File: config.mk
export PLATFORM = sky130hd
export DESIGN_NAME = decimal_text_to_number_unit
export DESIGN_NICKNAME = d
export VERILOG_FILES = /design/src/design/dtn_pkg.sv /design/src/design/decimal_text_to_number_unit.sv /design/src/design/dtn_front.sv /design/src/design/dtn_back.sv
export SDC_FILE = /design/constraint.sdc
export NUM_CORES = 1
export LEC_CHECK = 0
export BUFFER_PORTS_ARGS = -buffer_cell sky130_fd_sc_hd__clkbuf_2
export CAP_MARGIN = 20
export CORE_MARGIN = 2
export CORE_UTILIZATION = 55
export DETAILED_ROUTE_END_ITERATION = 16
export PLACE_DENSITY = 0.74
export SLEW_MARGIN = 10
export SYNTH_ARGS = -nofsm -noshare
export SYNTH_HDL_FRONTEND = slang
export SYNTH_SLANG_ARGS = --single-unit
File: constraint.sdc
create_clock -name aclk -period 5.5 [get_ports aclk]
set_clock_uncertainty 0.1 [all_clocks]
set_input_delay 1.1 -clock aclk [delete_from_list [all_inputs] [get_ports aclk]]
set_output_delay 1.1 -clock aclk [all_outputs]
set_load 0.02 [all_outputs]
File: src/design/dtn_pkg.sv
// dtn_pkg: shared types and constants for the decimal text parser.
// Used by dtn_front, dtn_back and decimal_text_to_number_unit. No dependencies.
package dtn_pkg;

    localparam int MANT_FIELD_W = 60;

    localparam logic [7:0] CH_TAB   = 8'h09;
    localparam logic [7:0] CH_CR    = 8'h0D;
    localparam logic [7:0] CH_SPACE = 8'h20;
    localparam logic [7:0] CH_PLUS  = 8'h2B;
    localparam logic [7:0] CH_MINUS = 8'h2D;
    localparam logic [7:0] CH_POINT = 8'h2E;
    localparam logic [7:0] CH_ZERO  = 8'h30;
    localparam logic [7:0] CH_NINE  = 8'h39;
    localparam logic [3:0] DIGIT_MAX = 4'd9;

    typedef enum logic [2:0] {
        TK_SPACE = 3'd0,
        TK_DIGIT = 3'd1,
        TK_PLUS  = 3'd2,
        TK_MINUS = 3'd3,
        TK_POINT = 3'd4,
        TK_OTHER = 3'd5,
        TK_END   = 3'd6
    } cls_t;

    typedef struct packed {
        cls_t       cls;
        logic [3:0] digit;
    } tok_t;

    typedef enum logic [1:0] {
        KIND_NUM = 2'd0,
        KIND_NAN = 2'd1,
        KIND_END = 2'd2
    } kind_t;

    typedef struct packed {
        kind_t                   kind;
        logic                    negative;
        logic [MANT_FIELD_W-1:0] mantissa;
        logic [4:0]              frac_digits;
        logic                    overflow;
        logic                    last;
    } res_t;

endpackage

File: src/design/decimal_text_to_number_unit.sv
// decimal_text_to_number_unit: streaming ASCII decimal number parser.
// Instantiates dtn_front and dtn_back; depends on dtn_pkg.
//
// Usage:
//   Input channel s_*: one character byte per word (s_char_code), or an
//   end-of-stream marker (s_end_of_input = 1, byte ignored).
//   Result channel m_*: words of kind number (sign, mantissa, count of
//   fraction digits, overflow), not-a-number or end. m_last marks the final
//   word caused by one input word; one input gives zero, one or two words.
//   A result word passes the token queue and then the output queue, both
//   registered, before it is offered on the result port.
//   Throughput: one character per cycle while s_ready is high; the digit step
//   (acc*10 + d, one wide add and carry check) is combinational. An input
//   that yields two words offers them on the result port one after the other.
//   A two-entry token queue and a four-entry result queue keep s_ready high
//   while results wait; when m_ready is held low, words flow until the result
//   queue holds three or four words, then s_ready drops once two more wait.
//   Reset (aresetn low, synchronous) empties both queues and discards any
//   number in progress.
module decimal_text_to_number_unit import dtn_pkg::*; #(
    parameter int MANTISSA_BITS   = 60,
    parameter int MAX_FRAC_DIGITS = 18
) (
    input  logic                    aclk,
    input  logic                    aresetn,
    input  logic                    s_valid,
    output logic                    s_ready,
    input  logic [7:0]              s_char_code,
    input  logic                    s_end_of_input,
    output logic                    m_valid,
    input  logic                    m_ready,
    output logic [1:0]              m_kind,
    output logic                    m_negative,
    output logic [MANT_FIELD_W-1:0] m_mantissa,
    output logic [4:0]              m_frac_digits,
    output logic                    m_overflow,
    output logic                    m_last
);

    logic tok_valid;
    logic tok_ready;
    tok_t tok;
    res_t m_res;

    dtn_front u_front (
        .aclk           (aclk),
        .aresetn        (aresetn),
        .s_valid        (s_valid),
        .s_ready        (s_ready),
        .s_char_code    (s_char_code),
        .s_end_of_input (s_end_of_input),
        .tok_valid      (tok_valid),
        .tok_ready      (tok_ready),
        .tok            (tok)
    );

    dtn_back #(
        .MANTISSA_BITS   (MANTISSA_BITS),
        .MAX_FRAC_DIGITS (MAX_FRAC_DIGITS)
    ) u_back (
        .aclk      (aclk),
        .aresetn   (aresetn),
        .tok_valid (tok_valid),
        .tok_ready (tok_ready),
        .tok       (tok),
        .m_valid   (m_valid),
        .m_ready   (m_ready),
        .m_res     (m_res)
    );

    assign m_kind        = m_res.kind;
    assign m_negative    = m_res.negative;
    assign m_mantissa    = m_res.mantissa;
    assign m_frac_digits = m_res.frac_digits;
    assign m_overflow    = m_res.overflow;
    assign m_last        = m_res.last;

endmodule

File: src/design/dtn_front.sv
// dtn_front: classifies each input byte into a token and holds it in a
// two-entry queue for the back end. Depends on dtn_pkg.
module dtn_front import dtn_pkg::*; (
    input  logic       aclk,
    input  logic       aresetn,
    input  logic       s_valid,
    output logic       s_ready,
    input  logic [7:0] s_char_code,
    input  logic       s_end_of_input,
    output logic       tok_valid,
    input  logic       tok_ready,
    output tok_t       tok
);

    tok_t       q_reg [2];
    logic       wr_reg, wr_next;
    logic       rd_reg, rd_next;
    logic [1:0] cnt_reg, cnt_next;
    tok_t       cls_tok;
    logic       push, pop;

    always_comb begin
        cls_tok = '{cls: TK_OTHER, digit: 4'd0};
        if (s_end_of_input) begin
            cls_tok.cls = TK_END;
        end else begin
            case (s_char_code) inside
                [CH_TAB:CH_CR], CH_SPACE: cls_tok.cls = TK_SPACE;
                [CH_ZERO:CH_NINE]: begin
                    cls_tok.cls   = TK_DIGIT;
                    cls_tok.digit = 4'(s_char_code - CH_ZERO);
                end
                CH_PLUS:  cls_tok.cls = TK_PLUS;
                CH_MINUS: cls_tok.cls = TK_MINUS;
                CH_POINT: cls_tok.cls = TK_POINT;
                default:  cls_tok.cls = TK_OTHER;
            endcase
        end
    end

    assign s_ready   = (cnt_reg != 2'd2);
    assign tok_valid = (cnt_reg != 2'd0);
    assign tok       = q_reg[rd_reg];
    assign push      = s_valid && s_ready;
    assign pop       = tok_valid && tok_ready;

    always_comb begin
        wr_next  = push ? ~wr_reg : wr_reg;
        rd_next  = pop ? ~rd_reg : rd_reg;
        cnt_next = cnt_reg + 2'(push) - 2'(pop);
    end

    always_ff @(posedge aclk) begin
        if (!aresetn) begin
            wr_reg  <= 1'b0;
            rd_reg  <= 1'b0;
            cnt_reg <= 2'd0;
        end else begin
            wr_reg  <= wr_next;
            rd_reg  <= rd_next;
            cnt_reg <= cnt_next;
        end
    end

    always_ff @(posedge aclk) begin
        if (push) begin
            q_reg[wr_reg] <= cls_tok;
        end
    end

    a_cnt_bound: assert property (@(posedge aclk) disable iff (!aresetn)
        cnt_reg <= 2'd2)
        else $error("token queue count out of range");

    a_digit_range: assert property (@(posedge aclk) disable iff (!aresetn)
        tok_valid && tok.cls == TK_DIGIT |-> tok.digit <= DIGIT_MAX)
        else $error("digit token out of range");

    a_nondigit_zero: assert property (@(posedge aclk) disable iff (!aresetn)
        tok_valid && tok.cls != TK_DIGIT |-> tok.digit == 4'd0)
        else $error("non-digit token carries a digit");

endmodule

File: src/design/dtn_back.sv
// dtn_back: number state machine; consumes tokens and writes up to two
// result words per token into a four-entry output queue. Depends on dtn_pkg.
module dtn_back import dtn_pkg::*; #(
    parameter int MANTISSA_BITS   = 60,
    parameter int MAX_FRAC_DIGITS = 18
) (
    input  logic       aclk,
    input  logic       aresetn,
    input  logic       tok_valid,
    output logic       tok_ready,
    input  tok_t       tok,
    output logic       m_valid,
    input  logic       m_ready,
    output res_t       m_res
);

    localparam int         MW       = MANTISSA_BITS;
    localparam logic [4:0] FRAC_MAX = 5'(MAX_FRAC_DIGITS);

    typedef enum logic [2:0] {
        PH_IDLE = 3'b001,
        PH_INT  = 3'b010,
        PH_FRAC = 3'b100
    } phase_t;

    phase_t            phase_reg, phase_next;
    logic              neg_reg, neg_next;
    logic [MW-1:0]     acc_reg, acc_next;
    logic [4:0]        fc_reg, fc_next;
    logic              sat_reg, sat_next;

    res_t              q_reg [4];
    logic [1:0]        wr_reg, wr_next;
    logic [1:0]        rd_reg, rd_next;
    logic [2:0]        cnt_reg, cnt_next;

    logic [MW+3:0]     wide;
    logic [MANT_FIELD_W-1:0] mant_out;
    logic              active;
    logic              tok_pop, m_pop;
    res_t              r0, r1, num_res, nan_res, end_res;
    logic [1:0]        n_res;

    generate
        if (MW >= MANT_FIELD_W) begin : g_trunc
            assign mant_out = acc_reg[MANT_FIELD_W-1:0];
        end else begin : g_ext
            assign mant_out = {{(MANT_FIELD_W-MW){1'b0}}, acc_reg};
        end
    endgenerate

    // acc*10 + d
    assign wide = ({4'd0, acc_reg} << 3) + ({4'd0, acc_reg} << 1)
                + {{MW{1'b0}}, tok.digit};

    assign active  = (phase_reg == PH_INT) || (phase_reg == PH_FRAC);
    assign num_res = '{kind: KIND_NUM, negative: neg_reg, mantissa: mant_out,
                       frac_digits: fc_reg, overflow: sat_reg, last: 1'b0};
    assign nan_res = '{kind: KIND_NAN, default: '0};
    assign end_res = '{kind: KIND_END, default: '0};

    always_comb begin
        phase_next = phase_reg;
        neg_next   = neg_reg;
        acc_next   = acc_reg;
        fc_next    = fc_reg;
        sat_next   = sat_reg;
        r0         = '0;
        r1         = '0;
        n_res      = 2'd0;
        if (tok.cls == TK_END) begin
            if (active) begin
                r0    = num_res;
                r1    = end_res;
                n_res = 2'd2;
            end else begin
                r0    = end_res;
                n_res = 2'd1;
            end
            phase_next = PH_IDLE;
            neg_next   = 1'b0;
            acc_next   = '0;
            fc_next    = 5'd0;
            sat_next   = 1'b0;
        end else if (active && tok.cls == TK_DIGIT) begin
            if (!sat_reg) begin
                if (phase_reg == PH_FRAC && fc_reg >= FRAC_MAX) begin
                    sat_next = 1'b1;
                end else if (|wide[MW+3:MW]) begin
                    acc_next = '1;
                    sat_next = 1'b1;
                end else begin
                    acc_next = wide[MW-1:0];
                    if (phase_reg == PH_FRAC) begin
                        fc_next = fc_reg + 5'd1;
                    end
                end
            end
        end else if (phase_reg == PH_INT && tok.cls == TK_POINT) begin
            phase_next = PH_FRAC;
        end else begin
            // terminator: flush, then treat the byte as a fresh start
            if (active) begin
                r0    = num_res;
                n_res = 2'd1;
            end
            phase_next = PH_IDLE;
            neg_next   = 1'b0;
            acc_next   = '0;
            fc_next    = 5'd0;
            sat_next   = 1'b0;
            case (tok.cls)
                TK_DIGIT: begin
                    phase_next = PH_INT;
                    acc_next   = {{(MW-4){1'b0}}, tok.digit};
                end
                TK_PLUS:  phase_next = PH_INT;
                TK_MINUS: begin
                    phase_next = PH_INT;
                    neg_next   = 1'b1;
                end
                TK_POINT: phase_next = PH_FRAC;
                TK_OTHER: begin
                    if (active) begin
                        r1    = nan_res;
                        n_res = 2'd2;
                    end else begin
                        r0    = nan_res;
                        n_res = 2'd1;
                    end
                end
                default: ;
            endcase
        end
        if (n_res == 2'd2) begin
            r1.last = 1'b1;
        end else begin
            r0.last = 1'b1;
        end
    end

    // output queue
    assign tok_ready = (cnt_reg <= 3'd2);
    assign tok_pop   = tok_valid && tok_ready;
    assign m_valid   = (cnt_reg != 3'd0);
    assign m_res     = q_reg[rd_reg];
    assign m_pop     = m_valid && m_ready;

    always_comb begin
        wr_next  = tok_pop ? wr_reg + n_res : wr_reg;
        rd_next  = m_pop ? rd_reg + 2'd1 : rd_reg;
        cnt_next = cnt_reg + (tok_pop ? {1'b0, n_res} : 3'd0) - 3'(m_pop);
    end

    always_ff @(posedge aclk) begin
        if (!aresetn) begin
            phase_reg <= PH_IDLE;
            neg_reg   <= 1'b0;
            acc_reg   <= '0;
            fc_reg    <= 5'd0;
            sat_reg   <= 1'b0;
            wr_reg    <= 2'd0;
            rd_reg    <= 2'd0;
            cnt_reg   <= 3'd0;
        end else begin
            if (tok_pop) begin
                phase_reg <= phase_next;
                neg_reg   <= neg_next;
                acc_reg   <= acc_next;
                fc_reg    <= fc_next;
                sat_reg   <= sat_next;
            end
            wr_reg  <= wr_next;
            rd_reg  <= rd_next;
            cnt_reg <= cnt_next;
        end
    end

    always_ff @(posedge aclk) begin
        if (tok_pop && n_res != 2'd0) begin
            q_reg[wr_reg] <= r0;
        end
        if (tok_pop && n_res == 2'd2) begin
            q_reg[wr_reg + 2'd1] <= r1;
        end
    end

    a_cnt_bound: assert property (@(posedge aclk) disable iff (!aresetn)
        cnt_reg <= 3'd4)
        else $error("result queue overrun");

    a_end_clears: assert property (@(posedge aclk) disable iff (!aresetn)
        tok_pop && tok.cls == TK_END |=> phase_reg == PH_IDLE && acc_reg == '0)
        else $error("end of input left number state");

    a_frac_bound: assert property (@(posedge aclk) disable iff (!aresetn)
        fc_reg <= FRAC_MAX)
        else $error("fraction digit count beyond limit");

    a_plain_words: assert property (@(posedge aclk) disable iff (!aresetn)
        m_valid && m_res.kind != KIND_NUM |->
            !m_res.negative && m_res.mantissa == '0 && m_res.frac_digits == 5'd0
            && !m_res.overflow)
        else $error("non-number word carries number fields");

    a_end_last: assert property (@(posedge aclk) disable iff (!aresetn)
        m_valid && m_res.kind == KIND_END |-> m_res.last)
        else $error("end word not marked last");

endmodule

Yosys cells after proc, flatten, opt, wreduce, memory -nomap -nowiden
Memories as Yosys holds them, arrays and structs flattened. A register that Yosys moved wholly into a read port is not among the register bits.
Cells that the tools add are included.

word-level totals
  output and inout port bits = 72
  memory bits (writable) = 294
  input port bits = 13
  logic and storage cells = 144
  flip-flop bits (word level) = 81
  memories kept = 2

operators by class
  magnitude comparators = 6
  $add $sub $neg = 11
  mux-type cells = 69
  eq/ne operators = 21
  bitwise operators = 2
  reduce and logical (&&, ||, !) cells = 22

memories
  name           depth  width  rd ports  clocked after memory_dff  wr ports  line             text
  u_back.q_reg   4      70     1         1                         2         dtn_back.sv:32   res_t q_reg [4];
  u_front.q_reg  2      7      1         1                         1         dtn_front.sv:15  tok_t q_reg [2];

operator list
  kind                                                             count
  two-way mux 70 bit                                               10
  two-way mux 60 bit                                               6
  two-way mux 69 bit                                               2
  two-way mux 68 bit                                               1
  adder 63 x 61 -> 64 bit                                          1
  adder 64 x 4 -> 64 bit                                           1
  two-way mux 5 bit                                                7
  == test 8 x 6 -> 1 bit (second input constant)                   4
  two-way mux 3 bit                                                8
  two-way mux 1 bit                                                22
  two-way mux 2 bit                                                8
  two-way mux 4 bit                                                4
  == test 3 bit (second input constant)                            4
  logical AND 1 bit                                                10
  == test 3 x 2 -> 1 bit (second input constant)                   3
  != test 3 x 2 -> 1 bit (second input constant)                   3
  >= comparator 8 x 4 -> 1 bit (second input constant)             1
  >= comparator 8 x 6 -> 1 bit (second input constant)             1
  less-or-equal comparator 8 x 4 -> 1 bit (second input constant)  1
  less-or-equal comparator 8 x 6 -> 1 bit (second input constant)  1
  one-hot mux 3 bit (2 select lines)                               1
  AND reduction 6 bit                                              1
  adder 5 x 1 -> 5 bit (second input constant)                     1
  >= comparator 5 bit (second input constant)                      1
  other kinds (24)                                                 29

Depth between registers and ports, before layout
  depth after elaboration = 11
  depth in mapped cells = 18
  depth with buffers taken out = 15

Modules after synthesis
From an unflattened synthesis, not the netlist that was laid out.

unflattened totals
  cells, all modules = 2216
  area, all modules = 21003.9 um^2

modules (own cells, without submodules)
  module     instances  seq. area each (um^2)  area each (um^2)  cells each
  dtn_back   1          7307.0                 20069.2           2143
  dtn_front  1          520.5                  934.6             73

Worst setup path after synthesis
No wires, ideal clock.

  path type = register -> register
  from = register with a tool-made name
  to = register u_back.fc_reg[2]
  path buffers = 3
  period minus slack after synthesis = 4160 ps
  setup slack = 1340 ps
  stages on the path, launching flop included = 18
  library setup time = 122 ps
  data arrival time = 3938 ps
  data required time = 5278 ps
  cells stage by stage = dfxtp_1 buf_2 mux2_2 fa_1 fa_1 a21o_1 a31oi_2 o21ai_1 o21ai_2 nand3_1 nand3_1 nor4b_1 o31ai_1 or3_1 buf_4 buf_6 o2111ai_2 o21ai_1

RTL lines
  what                  line             text
  to (signal assigned)  dtn_back.sv:170  fc_reg <= fc_next;
  to (decl)             dtn_back.sv:29   logic [4:0] fc_reg, fc_next;

==> impl_metrics.toml <==
[outcome]
outcome = "complete, but fails checks"
violations = "slew limit"

[placed_design]
routabilityCongestion = 0.907
pre_cts_ws_ps = 661
portBuffers = 84
dp_hpwl_um = 33800

[layout]
largest_reg_flops = 280
layout_commonest_cell = "a21oi_1"
multi_input_area_um2 = 11800
area_delta_synth_final_pct = 8.37
seq_area_um2 = 7840
n_antenna_cell = 0
drive_above_1_share_pct = 11.9
final_cell_mix = "403 x a21oi_1, 374 x nand2_1, 350 x dfxtp_1"
finalNetCount = 2505
post-route-util_pct = 60.7
fillers = 3189

[sta]
worstMarginPinSlew_ps = 1540
fin_crit_sh_pct = 88.7
min_period_ps = 4880
finalWorstSetupSlack_ps = 620
finalSetupViolations = 0
hold_slack_ps = 353
drv_slew = 57
max_slew_margin_pct = -2.44
tns_ps = 0
rsz0062_at_grt = "no"
hold_violations = 0
fmax_ghz = 0.205

[detailed_routing]
routed_wl_um = 56300
vias_per_cell = 6.34
antenna_left = 0
avgRoutedWirePerCell_um = 19.7
dr.pass1.iters = 7
num_vias = 18100
drc = 0
drtIter0Drc = 1624

[power]
seqPwrFrac_pct = 43.0
switching_share_pct = 29.7
power_leakage_nw = 8.30
p_per_area_nw_per_um2 = 312
total_power_mw = 6.95
p_sw_mw = 2.07
ir_drop_uv = 387
pwr-share-comb_pct = 15.8
clockPowerShare_pct = 41.2
internal_power_mw = 4.88

[critical_path]
endpoint_kind = "register"
cp.arrival_ps = 5230
cp_cell_sequence = "mux2_2 > fa_1 > ha_1 > a211o_1 > o211ai_1 > a211o_1 > a211oi_1 > o21ai_1 > a21oi_1 > a21oi_1 > mux2i_1 > or3_1 > buf_4 > a41oi_1 > o21ai_1"
reg2reg_depth = 15
cp.required_ps = 5850
crit_path_max_fanout = 31
cp_top_family = "compound AO/OA/AOI/OAI gates"
path_class = "register to register"
slowest_delay_ps = 550
crit_slowest_cell = "dfxtp_1"
rrSetupSlack_ps = 620
critPathLaunchType = "register"
cp_num_cells = 15
crit_buf_inv = 1

[synth]
syn-cell-area_um2 = 20600
ys_ff_latch = 378
yosys.area_share.xor_xnor_pct = 2.77
ys.flop_type = "dfxtp_1"
async_flop_share_pct = 0
ys.warnings.count = 0
synth_area_per_cell_um2 = 8.49
synth_edf_count = 26
synth_compound_area_share_pct = 17.8
yosys.area_share.simple_pct = 20.0
netlist-cell-type-count = 79
yosys.area_share.adder_pct = 8.14
synthCells = 2421
syn_nets = 2566
synth_top_family_by_area = "simple AND/OR/NAND/NOR gates"
yosysSeqAreaShare_pct = 38.1
synthMuxAreaShare_pct = 8.25

[hold_path]
whs_path_depth = 2
worstHoldPathType = "register to register"

[floorplanning]
dieArea_um2 = 39000
start_util_pct = 56.0
ios = 85
core_area_um2 = 36700
die_w_um = 197
rows = 70
die-height_um = 197

[clock_tree]
post_cts_buffers = 0
cts_buffer_depth = 3
htreeDepth = 2
ctsResizeCount = 0
path_clk_slew_ps = 60
clk_latency_ps = 580
cts_buffers = 41
cts_root_buf = "clkbuf_16"
numClockSinks = 378
cts_tree = "built"
ctsHoldBuffers = 0

[global_routing]
overflow = 0
antenna_found_initial = 0
track_usage_pct = 28.9
busiest_layer = "met2"
grtUsageMet2_pct = 49.3
grt_max_degree = 269
met1_usage_pct = 37.5
grt_pass1_vias = 17700
grtUsageMet3_pct = 4.47
grt_pass1_wl_um = 91100

[run]
maxCapViolCount = 0
==> synth_stat cells, drive strengths merged, types with 7 or more instances <==
cell type | instances | area share [%]
ha | 129 | 7.8
o211ai | 11 | 0.40
mux4 | 70 | 7.7
a21o | 16 | 0.58
edfxtp | 26 | 3.8
a21oi | 406 | 10
nor2 | 90 | 1.7
xnor2 | 42 | 1.8
o21bai | 15 | 0.55
and3 | 12 | 0.37
inv | 28 | 0.51
xor2 | 23 | 0.98
buf | 86 | 2.3
dfxtp | 352 | 34
nand2b | 7 | 0.21
nor2b | 10 | 0.30
nor3 | 22 | 0.64
a31oi | 7 | 0.30
clkbuf | 116 | 2.1
nand2 | 377 | 6.9
o21a | 11 | 0.40
nor4 | 7 | 0.21
a211oi | 33 | 1.3
o31ai | 7 | 0.28
or3 | 11 | 0.33
nand4 | 26 | 0.79
and2 | 18 | 0.55
a311oi | 7 | 0.30
o21ai | 92 | 2.3
nand3 | 301 | 7.3
==> kinds of logic after synthesis <==
group / Yosys count
simple gates: 894
compound gates: 640
flops: 378
buf+inv: 231
fa+ha+maj: 132
mux: 81
xor+xnor: 65
==> routing by layer <==
layer / vias up / routed length (µm)
li1: 8576 / -
met1: 8729 / 23700
met2: 711 / 27300
met3: 114 / 3960
met4: 0 / 1380
met5: - / 0
==> worst register-to-register path, delay by kind of cell, from the launching register on <==
kind | cells | cell delay [ps]
compound gates | 9 | 1920
fa+ha+maj | 2 | 830
buf+inv | 1 | 310
flops | 1 | 550
mux | 2 | 570
simple gates | 1 | 480
==> power by group through the flow <==
stage | Clock, mW | Combinational [mW] | Sequential [mW]
final | 2.86 | 1.10 | 2.99
after global routing | 3.02 | 1.18 | 3.00
after CTS | 2.90 | 1.10 | 2.98
after detailed placement | 0 | 1.09 | 3.04
after global placement | 0 | 1.06 | 3.04
after floorplan | 0 | 0.876 | 2.93
==> metrics by stage <==
| step | instance area (µm²) | std cells |
|---|---|---|
| 6_report | 22300 | 2859 |
| 5_1_grt | 22300 | 2859 |
| 4_1_cts | 22300 | 2859 |
| 3_5_place_dp | 20900 | 2785 |
| 3_3_place_gp | 20900 | 2785 |
| 2_1_floorplan | 20600 | 2421 |
==> layout make-up <==
class                           count  share of cell area (%)
Tap cell                          468                    2.63
Clock inverter                     17                   0.999
Clock buffer                       57                    5.32
Sequential cell                   378                    35.2
Inverter                           29                   0.488
Timing Repair Buffer               98                    2.47
Multi-Input combinational cell   1812                    52.9
==> worst paths after layout <==
| kind | end | startpoint |
|---|---|---|
| setup / recovery | u_back.fc_reg[0] | register |
| hold / removal | u_back.q_reg[1][53] | u_back.q_reg[1][53] |
| setup reg to reg | u_back.fc_reg[0] | register |
| hold reg to reg | u_back.q_reg[1][53] | u_back.q_reg[1][53] |
No activity file was read; power rests on OpenSTA's default activity.
